## src/rtl/speck_block_encrypt_top_macros.svh

```systemverilog
// Assertion helpers used by the cipher round cell.
`ifndef SPECK_BLOCK_ENCRYPT_TOP_MACROS_SVH
`define SPECK_BLOCK_ENCRYPT_TOP_MACROS_SVH

// Same-cycle implication, checked outside reset.
`define SBE_ASSERT_NOW(lbl, clk, rst_n, ante, cons, msg) \
	lbl: assert property (@(posedge clk) disable iff (!rst_n) (ante) |-> (cons)) \
		else $error(msg);

// Next-cycle implication, checked outside reset.
`define SBE_ASSERT_NEXT(lbl, clk, rst_n, ante, cons, msg) \
	lbl: assert property (@(posedge clk) disable iff (!rst_n) (ante) |=> (cons)) \
		else $error(msg);

`endif

```

## src/rtl/sbe_pkg.sv

```systemverilog
package sbe_pkg;

	localparam int unsigned WORD_W     = 64;
	localparam int unsigned KEY_WORDS  = 4;
	localparam int unsigned CFG_IDX_W  = 3;
	localparam int unsigned ROUNDS_DEF = 34;

	// Configuration register indexes
	localparam logic [CFG_IDX_W-1:0] REG_KEY0 = 3'd0;
	localparam logic [CFG_IDX_W-1:0] REG_KEY1 = 3'd1;
	localparam logic [CFG_IDX_W-1:0] REG_KEY2 = 3'd2;
	localparam logic [CFG_IDX_W-1:0] REG_KEY3 = 3'd3;

	// Data and schedule words carried down the round chain.
	// l0 is the head of the schedule queue.
	typedef struct packed {
		logic [WORD_W-1:0] x;
		logic [WORD_W-1:0] y;
		logic [WORD_W-1:0] rk;
		logic [WORD_W-1:0] l0;
		logic [WORD_W-1:0] l1;
		logic [WORD_W-1:0] l2;
	} round_t;

	function automatic logic [WORD_W-1:0] ror8(input logic [WORD_W-1:0] v);
		return {v[7:0], v[WORD_W-1:8]};
	endfunction

	function automatic logic [WORD_W-1:0] rol3(input logic [WORD_W-1:0] v);
		return {v[WORD_W-4:0], v[WORD_W-1:WORD_W-3]};
	endfunction

endpackage

```

## src/rtl/sbe_cell.sv

```systemverilog
`include "speck_block_encrypt_top_macros.svh"

module sbe_cell #(
	parameter int unsigned IDX = 0
) (
	input  logic            clk,
	input  logic            arst_n,
	input  logic            valid_in,
	input  sbe_pkg::round_t state_in,
	input  logic            ready_in,
	output logic            ready,
	output logic            valid_out,
	output sbe_pkg::round_t state_out
);

	localparam logic [sbe_pkg::WORD_W-1:0] RC = sbe_pkg::WORD_W'(IDX);

	logic                          vld_s1;
	sbe_pkg::round_t               st_s1;
	sbe_pkg::round_t               nxt;
	logic [sbe_pkg::WORD_W-1:0]    nl;

	// One cipher round and one schedule step, side by side
	always_comb begin
		nxt.x  = state_in.rk ^ (state_in.y + sbe_pkg::ror8(state_in.x));
		nxt.y  = nxt.x ^ sbe_pkg::rol3(state_in.y);
		nl     = (sbe_pkg::ror8(state_in.l0) + state_in.rk) ^ RC;
		nxt.rk = nl ^ sbe_pkg::rol3(state_in.rk);
		nxt.l0 = state_in.l1;
		nxt.l1 = state_in.l2;
		nxt.l2 = nl;
	end

	assign ready     = !vld_s1 || ready_in;
	assign valid_out = vld_s1;
	assign state_out = st_s1;

	always_ff @(posedge clk or negedge arst_n) begin
		if (!arst_n) begin
			vld_s1 <= 1'b0;
		end else if (ready) begin
			vld_s1 <= valid_in;
		end
	end

	always_ff @(posedge clk) begin
		if (ready && valid_in) begin
			st_s1 <= nxt;
		end
	end

	`SBE_ASSERT_NEXT(a_hold, clk, arst_n, vld_s1 && !ready_in, vld_s1 && $stable(st_s1), "stalled word lost or changed")
	`SBE_ASSERT_NEXT(a_take, clk, arst_n, valid_in && ready, vld_s1, "accepted word not captured")
	`SBE_ASSERT_NEXT(a_drain, clk, arst_n, vld_s1 && ready_in && !valid_in, !vld_s1, "word repeated after handoff")

endmodule

```

## config.mk

```make
export PLATFORM = sky130hd
export DESIGN_NAME = sbe_cell
export DESIGN_NICKNAME = d
export VERILOG_FILES = /design/src/rtl/sbe_pkg.sv /design/src/rtl/sbe_cell.sv
export VERILOG_INCLUDE_DIRS = /design/src /design/src/rtl
export SDC_FILE = /design/constraint.sdc
export NUM_CORES = 1
export LEC_CHECK = 0
export CAP_MARGIN = 20
export CORE_AREA = 2 2 302 304
export CTS_CLUSTER_SIZE = 10
export DETAILED_ROUTE_END_ITERATION = 8
export DIE_AREA = 0 0 304 306
export DONT_BUFFER_PORTS = 1
export HOLD_SLACK_MARGIN = 0.12
export RECOVER_POWER = 50
export SLEW_MARGIN = 25
export SYNTH_ARGS = -nofsm -noshare
export SYNTH_HDL_FRONTEND = slang
export SYNTH_SLANG_ARGS = --single-unit
```

## constraint.sdc

```tcl
create_clock -name clk -period 9.68 [get_ports clk]
set_input_delay 1.936 -clock clk [delete_from_list [all_inputs] [get_ports clk]]
set_output_delay 1.936 -clock clk [all_outputs]
set_load 0.05 [all_outputs]
```

==> flow_metrics.py <==
metrics = {
    "timing": {
        "worst_slack_ns": 3.68,
        "rsz0062_at_grt": "false",
        "fin_crit_sh_pct": 62.0,
        "worst_pin_slew_ns": 3.67,
        "setup_viol": 0,
        "fin_crit_ns": 6.00,
        "max_freq_mhz": 167,
        "final.setup.tns_ns": 0,
        "drv_slew": 54,
        "fin_skew_ns": 0.0188,
        "timing.slew.headroom_pct": -145,
        "hold_viol": 0,
    },
    "global_route": {
        "antenna_found_initial": 9,
        "grt_pass1_vias": 14900,
        "grt_pass1_wl_um": 120000,
        "grt_overflow_total": 0,
        "grt_start_max_net_pins": 172,
        "grt_usage_pct": 17.9,
    },
    "placement": {
        "io_buffers": 0,
        "dp_slack_ns": 3.74,
        "dp_hpwl_um": 73100,
        "gp_congestion": 0.968,
        "dpl_cell_area_sq_um": 22500,
    },
    "worst_setup_path": {
        "reg2reg_from": "valid_out",
        "start_kind": "primary input",
        "cp_max_fo": 109,
        "r2r_end": "state_out[301]",
        "ff2ff_path_depth": 4,
        "cp.arrival_ns": 6.22,
        "crit_required_ns": 9.90,
        "worstSetupPathType": "in2reg",
        "critPathCaptureType": "register",
        "reg2reg_slack_ns": 4.38,
    },
    "synth": {
        "ys_warn_count": 0,
        "synth_seq_area_share_pct": 54.6,
        "syn-mean-instance-area_sq_um": 12.2,
        "synthCells": 1741,
        "synth_edf_count": 384,
        "synth_ff_type": "edfxtp_1",
        "synth_top_area_share_pct": 54.4,
        "synth_area_sq_um": 21200,
        "synth_most_common_cell": "edfxtp_1",
        "synthTopCellsByArea": "edfxtp_1, ha_1, xor2_1",
        "synth_top_cell_by_area": "edfxtp_1",
        "ys_types": 74,
        "async_flop_share_pct": 0.260,
        "syn-num-nets": 2257,
        "synthTopCellsByCount": "edfxtp_1, xor2_1, a21oi_1",
        "synth-seq-cells": 385,
    },
    "power_and_ir_drop": {
        "share_comb_of_total_power_pct": 17.3,
        "leakage_nw": 8.49,
        "internal_power_mw": 3.49,
        "switching_share_pct": 37.0,
        "ir_drop_v": 0.000102,
        "seqPwrFrac_pct": 51.3,
        "power.switching_mw": 2.05,
        "power_density_nw_per_um2": 231,
        "p_clk_share_pct": 31.4,
    },
    "floorplanning": {
        "rows": 110,
        "fp.coreArea_sq_um": 89600,
        "start_util_pct": 23.6,
        "die_height_um": 306,
        "design.die.area_sq_um": 93000,
        "die_x_um": 304,
        "io_pins": 774,
    },
    "route": {
        "drtIter0Drc": 1637,
        "final_antenna_net_count": 0,
        "drc": 0,
        "wl_per_cell_um": 29.8,
        "wl_um": 87800,
        "avgViaCountPerCell": 5.04,
        "vias": 14900,
        "first_pass_iters": 5,
    },
    "finish": {
        "fillers": 9215,
        "multi_input_area_sq_um": 9280,
        "seq_area_sq_um": 11600,
        "fin_area_sq_um": 24000,
        "nets": 2260,
        "synthToLayoutAreaGrowth_pct": 13.4,
        "final_core_utilization_pct": 26.8,
        "drive_gt1_share_pct": 5.30,
    },
    "clock_network": {
        "cts_tree": "built",
        "insertion_delay_ns": 0.60,
        "clk_pin_slew_worst_paths_ns": 0.05,
        "ctsResizeCount": 0,
        "cts_buffer_depth": 3,
        "cts_made_buffers": 49,
        "htreeDepth": 2,
        "cts_sinks": 385,
        "ctsHoldBuffers": 0,
        "root_buffer": "clkbuf_16",
        "postCtsSetupBuffers": 0,
    },
    "status": {
        "status": "finished, violations left",
        "violations": "max-capacitance violations, max-slew violations",
    },
    "job": {
        "maxCapViolations": 1,
    },
    "hold_path": {
        "worstHoldPathType": "in2async",
    },
}
worst max-delay path, cell delays in order:
cell      delay [ns]
nand2b_1        0.51
and2_0          2.75
buf_12          0.37
buf_16          0.45
registers in the layout, indices dropped and copies added (netlist names):
signal	cells
valid_out	1
state_out	384
final cells by class:
cell class,count,area share [%]
multi-input cells,1269,38.6
repair buffers,6,0.360
flip-flops and latches,385,48.1
clock inverters,18,0.875
diodes,1,0.0104
clock buffers,62,5.35
well taps,1176,6.13
inverters,33,0.516
power by group through the flow:
stage | clock, mW | combinational (mW) | sequential, mW
2_1_floorplan | 0 | 0.666 | 2.82
3_3_place_gp | 0 | 0.938 | 2.87
3_5_place_dp | 0 | 0.954 | 2.87
4_1_cts | 1.79 | 0.959 | 2.84
5_1_grt | 1.86 | 1.04 | 2.85
6_report | 1.74 | 0.958 | 2.84
through the flow:
stage                     hold WS [ns]  power, mW  std cells
after floorplan                   1.17       3.48       1741
after global placement            1.27       3.81       2868
after detailed placement          1.28       3.82       2868
after CTS                        0.988       5.60       2948
after global routing             0.991       5.75       2949
final                             1.03       5.54       2950
placed cells by master, fill, tap and decap left out, types with 4 or more instances in the layout:
master and n:
ha_1 126, o21bai_1 27, nand4_1 39, nand3_1 26, and2_1 8, a21boi_0 5, and3_1 9, clkbuf_1 13
a21o_1 54, clkbuf_16 49, o21a_1 18, nand2_1 116, inv_1 33, clkinv_1 4, xnor2_1 149, a31oi_1 12
nand2b_1 15, nor3_1 26, clkinv_2 6, o221ai_1 5, o21ai_1 6, o31ai_1 7, and4_1 4, nor2b_1 15
xor2_1 178, xnor3_1 6, a211oi_1 11, nor4_1 7, edfxtp_1 384, or3_1 10, nor2_1 80, o211ai_1 9
o21ai_0 75, a21oi_1 159
how the worst max path moves through the flow:
stage,from,end,slack [ns],cells past startpoint
floorplan,ready_in,state_out[0],2.02,2
global placement,state_in[256],state_out[316],3.78,12
detailed placement,state_in[256],state_out[316],3.74,12
CTS,state_in[256],state_out[316],4.38,12
global route,ready_in,state_out[2],3.34,4
finish,ready_in,state_out[301],3.68,4
metal layers:
layer | vias up | global-route usage, % | part of all wire (%)
met2 | 760 | 30.6 | 48
met5 | - | 0 | 0.16
met4 | 20 | 5.48 | 3.0
met1 | 7458 | 21.4 | 40
met3 | 140 | 5.92 | 8.7
li1 | 6503 | - | -
cells by family after synthesis:
logic type,count (synthesis),synth area share [%]
flip-flops,385,54.6
buffers and inverters,87,1.65
AND/OR/NAND/NOR,367,8.34
adder cells (fa/ha/maj),128,7.63
XOR/XNOR,335,14.4
AO/OA/AOI/OAI,439,13.4
(Power assumes the default switching activity.)
